[src/design/ssq_pkg.sv]
`timescale 1ns / 1ps

package ssq_pkg;

   localparam int QUEUE_DEPTH    = 16;
   localparam int THREAD_ID_BITS = 8;

   localparam int TICK_BITS      = 64;
   localparam int WAKE_OUT_BITS  = 63;
   localparam int TID_PORT_BITS  = 8;
   localparam int DURATION_BITS  = 32;
   localparam int STATUS_BITS    = 2;
   localparam int TID_BITS       = (THREAD_ID_BITS < TID_PORT_BITS) ? THREAD_ID_BITS
                                                                    : TID_PORT_BITS;
   localparam int COUNT_BITS     = $clog2(QUEUE_DEPTH + 1);

   localparam logic CMD_SLEEP = 1'b0;
   localparam logic CMD_TICK  = 1'b1;

   localparam logic KIND_WOKEN = 1'b0;
   localparam logic KIND_ACK   = 1'b1;

   localparam logic [STATUS_BITS-1:0] STATUS_OK      = 2'd0;
   localparam logic [STATUS_BITS-1:0] STATUS_IGNORED = 2'd1;
   localparam logic [STATUS_BITS-1:0] STATUS_FULL    = 2'd2;

   localparam logic [1:0] OP_HOLD   = 2'd0;
   localparam logic [1:0] OP_INSERT = 2'd1;
   localparam logic [1:0] OP_POP    = 2'd2;

   typedef struct packed {
      logic [TICK_BITS-1:0] wake;
      logic [TID_BITS-1:0]  tid;
   } entry_type;

   typedef struct packed {
      logic [1:0]           op;
      logic [TICK_BITS-1:0] key;
   } cell_ctrl_type;

endpackage

[src/design/ssq_cell.sv]
`timescale 1ns / 1ps

module ssq_cell (
   input  logic                  clock,
   input  ssq_pkg::cell_ctrl_type ctrl,
   input  logic                  valid,
   input  logic                  le_prev,
   input  ssq_pkg::entry_type    new_entry,
   input  ssq_pkg::entry_type    left_entry,
   input  ssq_pkg::entry_type    right_entry,
   output ssq_pkg::entry_type    entry,
   output logic                  le
);
   import ssq_pkg::*;

   entry_type entry_ff;
   entry_type entry_in;

   // entry is live and not later than the key
   assign le    = valid && (entry_ff.wake <= ctrl.key);
   assign entry = entry_ff;

   always_comb begin
      entry_in = entry_ff;
      case (ctrl.op)
         OP_INSERT: begin
            if (!le) begin
               if (le_prev) begin
                  entry_in = new_entry;
               end else begin
                  entry_in = left_entry;
               end
            end
         end
         OP_POP: begin
            entry_in = right_entry;
         end
         default: begin
            entry_in = entry_ff;
         end
      endcase
   end

   always_ff @(posedge clock) begin
      entry_ff <= entry_in;
   end

endmodule

[src/design/sorted_sleep_wakeup_queue_core.sv]
`timescale 1ns / 1ps

// Sorted sleep / wake-up queue. A 64-bit tick count, bumped by each tick beat,
// and a row of QUEUE_DEPTH cells holding sleeping thread ids in wake-time
// order. A sleep beat does the wake-time add, then a parallel insert across
// the cell row when the sleep is positive and the row not full, and yields
// one acknowledge beat. A tick beat bumps the count, then pops the woken
// threads one at a time (the row shifts one slot toward the head on each
// pop); the last woken beat carries last. The input is taken again once the
// current beat's work is done, even while a result still waits in the output
// register. A stall on the result side holds the insert and each pop.

module sorted_sleep_wakeup_queue_core (
   input  logic                                 clock,
   input  logic                                 reset,
   input  logic                                 req_valid,
   output logic                                 req_stall,
   input  logic                                 req_command,
   input  logic [ssq_pkg::TID_PORT_BITS-1:0]    req_thread_id,
   input  logic signed [ssq_pkg::DURATION_BITS-1:0] req_sleep_ticks,
   output logic                                 rsp_valid,
   input  logic                                 rsp_stall,
   output logic                                 rsp_kind,
   output logic [ssq_pkg::TID_PORT_BITS-1:0]    rsp_thread_id_res,
   output logic [ssq_pkg::STATUS_BITS-1:0]      rsp_status,
   output logic [ssq_pkg::WAKE_OUT_BITS-1:0]    rsp_wake_tick,
   output logic                                 rsp_last
);
   import ssq_pkg::*;

   localparam logic [1:0] ST_IDLE  = 2'd0;
   localparam logic [1:0] ST_SLEEP = 2'd1;
   localparam logic [1:0] ST_POP   = 2'd2;

   logic [1:0]            state_ff, state_in;
   logic [COUNT_BITS-1:0] count_ff, count_in;
   logic [TICK_BITS-1:0]  tick_ff, tick_in;
   logic [TICK_BITS-1:0]  wake_ff, wake_in;
   logic [TID_BITS-1:0]   tid_ff, tid_in;
   logic                  pos_ff, pos_in;

   logic                     rsp_valid_ff, rsp_valid_in;
   logic                     rsp_kind_ff, rsp_kind_in;
   logic [TID_PORT_BITS-1:0] rsp_tid_ff, rsp_tid_in;
   logic [STATUS_BITS-1:0]   rsp_status_ff, rsp_status_in;
   logic [WAKE_OUT_BITS-1:0] rsp_wake_ff, rsp_wake_in;
   logic                     rsp_last_ff, rsp_last_in;

   cell_ctrl_type ctrl;
   entry_type     new_entry;
   entry_type     cell_entry [QUEUE_DEPTH];
   logic          cell_le    [QUEUE_DEPTH];
   logic          out_free;

   assign req_stall         = (state_ff != ST_IDLE);
   assign rsp_valid         = rsp_valid_ff;
   assign rsp_kind          = rsp_kind_ff;
   assign rsp_thread_id_res = rsp_tid_ff;
   assign rsp_status        = rsp_status_ff;
   assign rsp_wake_tick     = rsp_wake_ff;
   assign rsp_last          = rsp_last_ff;

   assign out_free       = !rsp_valid_ff || !rsp_stall;
   assign new_entry.wake = wake_ff;
   assign new_entry.tid  = tid_ff;

   genvar gi;
   generate
      for (gi = 0; gi < QUEUE_DEPTH; gi++) begin : g_cell
         entry_type left_e;
         entry_type right_e;
         logic      le_prev;
         logic      valid;

         assign valid = (COUNT_BITS'(gi) < count_ff);

         if (gi == 0) begin : g_head
            assign left_e  = new_entry;
            assign le_prev = 1'b1;
         end else begin : g_body
            assign left_e  = cell_entry[gi-1];
            assign le_prev = cell_le[gi-1];
         end

         if (gi == QUEUE_DEPTH - 1) begin : g_tail
            assign right_e = cell_entry[gi];
         end else begin : g_inner
            assign right_e = cell_entry[gi+1];
         end

         ssq_cell u_cell (
            .clock       (clock),
            .ctrl        (ctrl),
            .valid       (valid),
            .le_prev     (le_prev),
            .new_entry   (new_entry),
            .left_entry  (left_e),
            .right_entry (right_e),
            .entry       (cell_entry[gi]),
            .le          (cell_le[gi])
         );
      end
   endgenerate

   always_comb begin
      state_in      = state_ff;
      count_in      = count_ff;
      tick_in       = tick_ff;
      wake_in       = wake_ff;
      tid_in        = tid_ff;
      pos_in        = pos_ff;
      rsp_valid_in  = rsp_valid_ff && rsp_stall;
      rsp_kind_in   = rsp_kind_ff;
      rsp_tid_in    = rsp_tid_ff;
      rsp_status_in = rsp_status_ff;
      rsp_wake_in   = rsp_wake_ff;
      rsp_last_in   = rsp_last_ff;
      ctrl.op       = OP_HOLD;
      ctrl.key      = (state_ff == ST_POP) ? tick_ff : wake_ff;

      case (state_ff)
         ST_IDLE: begin
            if (req_valid) begin
               tid_in = req_thread_id[TID_BITS-1:0];
               if (req_command == CMD_TICK) begin
                  tick_in  = tick_ff + TICK_BITS'(1);
                  state_in = ST_POP;
               end else begin
                  wake_in  = tick_ff + {{(TICK_BITS-DURATION_BITS){1'b0}}, req_sleep_ticks};
                  pos_in   = !req_sleep_ticks[DURATION_BITS-1] && (req_sleep_ticks != '0);
                  state_in = ST_SLEEP;
               end
            end
         end
         ST_SLEEP: begin
            if (out_free) begin
               rsp_valid_in = 1'b1;
               rsp_kind_in  = KIND_ACK;
               rsp_tid_in   = TID_PORT_BITS'(tid_ff);
               rsp_last_in  = 1'b1;
               if (!pos_ff) begin
                  rsp_status_in = STATUS_IGNORED;
                  rsp_wake_in   = '0;
               end else if (count_ff == COUNT_BITS'(QUEUE_DEPTH)) begin
                  rsp_status_in = STATUS_FULL;
                  rsp_wake_in   = wake_ff[WAKE_OUT_BITS-1:0];
               end else begin
                  rsp_status_in = STATUS_OK;
                  rsp_wake_in   = wake_ff[WAKE_OUT_BITS-1:0];
                  ctrl.op       = OP_INSERT;
                  count_in      = count_ff + COUNT_BITS'(1);
               end
               state_in = ST_IDLE;
            end
         end
         ST_POP: begin
            if (!cell_le[0]) begin
               state_in = ST_IDLE;
            end else if (out_free) begin
               rsp_valid_in  = 1'b1;
               rsp_kind_in   = KIND_WOKEN;
               rsp_tid_in    = TID_PORT_BITS'(cell_entry[0].tid);
               rsp_status_in = STATUS_OK;
               rsp_wake_in   = cell_entry[0].wake[WAKE_OUT_BITS-1:0];
               rsp_last_in   = !cell_le[1];
               ctrl.op       = OP_POP;
               count_in      = count_ff - COUNT_BITS'(1);
               if (!cell_le[1]) begin
                  state_in = ST_IDLE;
               end
            end
         end
         default: begin
            state_in = ST_IDLE;
         end
      endcase
   end

   always_ff @(posedge clock) begin
      if (reset) begin
         state_ff     <= ST_IDLE;
         count_ff     <= '0;
         tick_ff      <= '0;
         rsp_valid_ff <= 1'b0;
      end else begin
         state_ff     <= state_in;
         count_ff     <= count_in;
         tick_ff      <= tick_in;
         rsp_valid_ff <= rsp_valid_in;
      end
   end

   always_ff @(posedge clock) begin
      wake_ff       <= wake_in;
      tid_ff        <= tid_in;
      pos_ff        <= pos_in;
      rsp_kind_ff   <= rsp_kind_in;
      rsp_tid_ff    <= rsp_tid_in;
      rsp_status_ff <= rsp_status_in;
      rsp_wake_ff   <= rsp_wake_in;
      rsp_last_ff   <= rsp_last_in;
   end

endmodule
[config.mk]
export PLATFORM = sky130hd
export DESIGN_NAME = sorted_sleep_wakeup_queue_core
export DESIGN_NICKNAME = d
export VERILOG_FILES = /design/src/design/ssq_pkg.sv /design/src/design/ssq_cell.sv /design/src/design/sorted_sleep_wakeup_queue_core.sv
export SDC_FILE = /design/constraint.sdc
export NUM_CORES = 2
export LEC_CHECK = 0
export BUFFER_PORTS_ARGS = -buffer_cell sky130_fd_sc_hd__buf_2
export CORE_UTILIZATION = 58
export CTS_CLUSTER_DIAMETER = 80
export DETAILED_ROUTE_END_ITERATION = 6
export PLACE_DENSITY = 0.77
export SLEW_MARGIN = 20
export SYNTH_ARGS = -nofsm -noshare
export SYNTH_HDL_FRONTEND = slang
export SYNTH_HIERARCHICAL = 1
export SYNTH_SLANG_ARGS = --single-unit
[constraint.sdc]
create_clock -name clock -period 12 [get_ports clock]
set_input_delay 3 -clock clock [delete_from_list [all_inputs] [get_ports clock]]
set_output_delay 3 -clock clock [all_outputs]
set_load 0.03 [all_outputs]
Word-level counts from Yosys, hierarchy flattened. Cells that the tools add are included.

Bits in registers: 1372. Bits in latches: 0. Bits in writable memories: 0. Bits in read-only memories: 0. Output and inout port bits: 77. Word-level logic and storage cells: 249. Memories: 0.

Add/subtract/negate cells: 4. Multiply operators: 0. Div/mod/pow operators: 0. Order comparisons: 32. Eq/ne operators: 28. Shift-type cells: 0. Mux-type cells: 89. Bitwise gates (word level): 2. Reduce and logical (&&, ||, !) cells: 50.

Operators with widths (count): two-way mux 72 bit (30); one-hot mux 72 bit (2 select lines) (15); <= comparator 64 bit (16); two-way mux 63 bit (4); one-hot mux 63 bit (2 select lines) (1); adder 64 x 1 -> 64 bit (second input constant) (1); adder 64 x 32 -> 64 bit (1); two-way mux 64 bit (1); < comparator 4 x 5 -> 1 bit (first input constant) (8); inequality test 2 bit (second input constant) (20); AND reduction 2 bit (17); nonzero test 32 bit (1); two-way mux 5 bit (5); two-way mux 2 bit (12); two-way mux 8 bit (3); < comparator 3 x 5 -> 1 bit (first input constant) (4); logical AND 1 bit (18); one-hot mux 8 bit (2 select lines) (1); < comparator 1 x 5 -> 1 bit (first input constant) (2); < comparator 2 x 5 -> 1 bit (first input constant) (2); two-way mux 1 bit (10); one-hot mux 5 bit (2 select lines) (1); one-hot mux 2 bit (2 select lines) (2); AND reduction 4 bit (2); 16 further kinds (28).

Depth between registers and ports, before layout.
Depth after elaboration: 9. Mapped depth: 22. Gate-level depth less buffers: 18.

By module. Netlist, hierarchy kept.

By module, submodules not included: ssq_cell (g_cell[0].u_cell ...) (instances 15, cells an instance 548, area an instance 5265.0 um^2, seq. area each 2162.1 um^2); sorted_sleep_wakeup_queue_core (instances 1, cells an instance 1170, area an instance 12155.4 um^2, seq. area each 5885.6 um^2); ssq_cell (g_cell[15].u_cell) (instances 1, cells an instance 542, area an instance 5247.5 um^2, seq. area each 2162.1 um^2).

Worst setup path after synthesis. OpenSTA, ideal clock, no wires.

Path kind: register to register. Start: register state_ff[0]. End: register g_cell[0].u_cell.entry_ff (netlist bit g_cell[0].u_cell/entry[0]) (enable). Setup time: 0.447 ns. Arrival: 6.975 ns. Data required time: 11.553 ns. Slack: 4.578 ns. Cell stages (with the launch flop): 21. Cells stage by stage: dfxtp_1 > inv_1 > ha_1 > clkbuf_1 > clkbuf_1 > mux2_2 > inv_1 > ha_1 > a21oi_1 > o21ai_1 > o2bb2ai_1 > or4_1 > a21oi_1 > o211ai_1 > a21boi_0 > nand3_1 > nor2_1 > nor2b_1 > clkbuf_1 > clkbuf_1 > a311o_1.

RTL lines: start: declaration (line sorted_sleep_wakeup_queue_core.sv:35) `logic [1:0] state_ff, state_in;`; start signal: assignment (line sorted_sleep_wakeup_queue_core.sv:186) `state_ff <= state_in;`; end signal: assignment (line ssq_cell.sv:45) `entry_ff <= entry_in;`; end: declaration (line ssq_cell.sv:16) `entry_type entry_ff;`.

==> results.tsv <==
stage	metric	value	unit
sta	Fmax	0.121	GHz
sta	Max Transition Viols Final	0	
critical_path	cell mode on critical path	buf_4	
cells_and_area	fillcell total	13379	
cells_and_area	Multi-input gate area	0.0505	mm²
clocking	post-CTS sizing	0	
die	Core Footprint	0.165	mm²
cells_and_area	commonest non-fill, non-tap cell in the layout	nand2_1	
synth	Syn Area/Cell	9.70	µm²
drt	Final ANT Viol Nets	0	
cells_and_area	nets	11013	
cells_and_area	design area	0.104	mm²
placement	Port Buffers	121	
die	die width	410	µm
sta	Final period util	0.689	
clocking	hold buffers post-CTS	0	
sta	RSZ-0062 raised after global routing	false	
worst_hold_path	Worst Hold End	g_cell[15].u_cell/entry[7]	
sta	Worst Clk Skew	0.0219	ns
cells_and_area	Reg area	0.0405	mm²
critical_path	capturing point of the worst reg2reg path	g_cell[14].u_cell/entry[68]	
grt	largest net degree at the start of global routing	105	
pwr	PwrDens	114	mW/mm²
grt	gr usage total	0.346	
sta	Rel. slew slack	0.172	
critical_path	cell count of the worst reg-to-reg path	20	
status	failing checks	design-rule violations	
die	FP Rows	149	
synth	Post-Syn Instances	9931	
clocking	clock sink count	1372	
sta	fin crit period	8.26	ns
grt	first-pass GRT wire length	452000	µm
critical_path	reg-to-reg setup timing slack	3.74	ns
worst_hold_path	worst hold path type	reg -> reg	
clocking	Root Driver	clkbuf_16	
die	die height	410	µm
die	Ports	122	
pwr	Peak supply drop	0.149	mV
drt	Via density	6.42	
drt	WL final	298000	µm
critical_path	worst-path maximum fanout	104	
placement	cell area after placement	0.0994	mm²
worst_hold_path	hold_sp	g_cell[15].u_cell/entry[7]	
placement	placed cells	11934	
clocking	worst skew pair latency	0.80	ns
cells_and_area	Final Instance Count excl. Fillers	12223	
sta	Fin Setup TNS	0	ns
drt	Initial DRC Count	7390	
clocking	Clock Pin Slew Worst Setup and Hold Paths	0.06	ns
critical_path	Worst setup SP type	flop	
critical_path	worst r2r src	state_ff[0]	
synth	syn_nets	11040	
grt	grt total ovfl	0	
clocking	Bufs on Longest Clock Path	3	
sta	final setup fails	0	
critical_path	CP Cell Sequence	inv_1, ha_4, buf_12, mux2_2, inv_1, ha_1, a21oi_1, o21ai_1, o2bb2ai_1, or4_1, a21oi_1, o211ai_1, a21boi_4, buf_4, nand3_1, nor2_2, buf_4, nor2b_4, a311o_2, buf_4	
cells_and_area	commonest non-fill, non-tap cells in the layout	nand2_1, edfxtp_1, o21ai_0	
critical_path	CP required	12.41	ns
placement	dpl hpwl	222000	µm
job	# Max-Cap Violations	0	
worst_hold_path	hold-critical path depth	2	
clocking	CTS tree	yes	
drt	first-pass detailed-route iteration total	7	
status	status	finished with violations	
drt	DR vias	78530	
critical_path	Crit Path Class	reg -> reg	
cells_and_area	Layout Area Growth over Synthesis	8.40	%
cells_and_area	Layout Utilization	0.633	
critical_path	Arr. time, crit path	8.68	ns
pwr	P_leak	37.5	nW
synth	Netlist Area Pre-Place	0.0964	mm²
critical_path	CP Capture Type	flop	
critical_path	Worst path max stage delay	0.97	ns
die	Initial Utilization	0.584	
drt	DRC Markers	13	
sta	Slew @ Worst Pin	1.23	ns
grt	initial antenna violation count	4	
critical_path	CP max stage cell	nor2b_4	
clocking	TritonCTS Buffers	156	
placement	GPL Wtd Cong	1.02	
cells_and_area	share of cells above drive strength 1	0.0668	
sta	Hold Violations, Final	0	
drt	drt wl/cell	24.4	µm
synth	Synth Warn #	6	
die	Die ar.	0.168	mm²
clocking	postcts setup bufs	0	
grt	vias in the first global route	78086	
clocking	number of H-tree levels	4	
-- final cells by class --
cell class	instances	area share
repair buffers	263	0.0162
well taps	2189	0.0262
clock inverters	96	0.00783
flip-flops and latches	1372	0.387
clock buffers	190	0.0403
inverters	1081	0.0389
multi-input cells	7030	0.483
diodes	2	0.0000479
-- stage by stage --
step | power (W) | worst slack (ns) | hold WS (ns)
6_report | 0.0119 | 3.74 | 0.563
5_1_grt | 0.0123 | 3.36 | 0.592
4_1_cts | 0.0119 | 3.90 | 0.559
3_5_place_dp | 0.00713 | 3.87 | 0.542
3_3_place_gp | 0.00705 | 4.05 | 0.528
2_1_floorplan | 0.00662 | 4.58 | 0.484
-- sequential cells by signal, indices dropped and copies added (netlist names), 5 cells and up --
signal,count
g_cell.u_cell/entry,1152
tid_ff,8
tick_ff,64
wake_ff,64
rsp_wake_tick,63
count_ff,5
rsp_thread_id_res,8
-- critical path, delay by kind of cell, from the launching register on --
kind | cells | cell delay [ns]
buffers and inverters | 6 | 2.42
AND/OR/NAND/NOR | 4 | 1.89
AO/OA/AOI/OAI | 7 | 1.61
adder cells (fa/ha/maj) | 2 | 0.87
multiplexers | 1 | 0.51
flip-flops | 1 | 0.33
-- where the power goes --
part | internal, W | switching (W) | total (W)
combinational | 0.000513 | 0.000893 | 0.00141
clock | 0.00276 | 0.00206 | 0.00482
sequential | 0.00546 | 0.000217 | 0.00568
total | 0.00873 | 0.00317 | 0.0119
-- worst max path at each step --
stage                                        to        start  slack (ns)
CTS                 g_cell[14].u_cell/entry[71]  state_ff[0]        3.90
detailed placement  g_cell[14].u_cell/entry[65]  state_ff[0]        3.87
global route        g_cell[14].u_cell/entry[71]  state_ff[0]        3.36
floorplan             g_cell[0].u_cell/entry[0]  state_ff[0]        4.58
global placement    g_cell[14].u_cell/entry[71]  state_ff[0]        4.05
finish              g_cell[14].u_cell/entry[68]  state_ff[0]        3.74
-- per-layer routing --
layer / routed length, µm / GRT usage / share of wire
met3: 19900 / 0.0473 / 0.067
met2: 148000 / 0.604 / 0.50
met4: 17100 / 0.183 / 0.057
met1: 114000 / 0.413 / 0.38
met5: 34 / 0 / 0.00011
No activity file was read; power rests on OpenSTA's default activity.
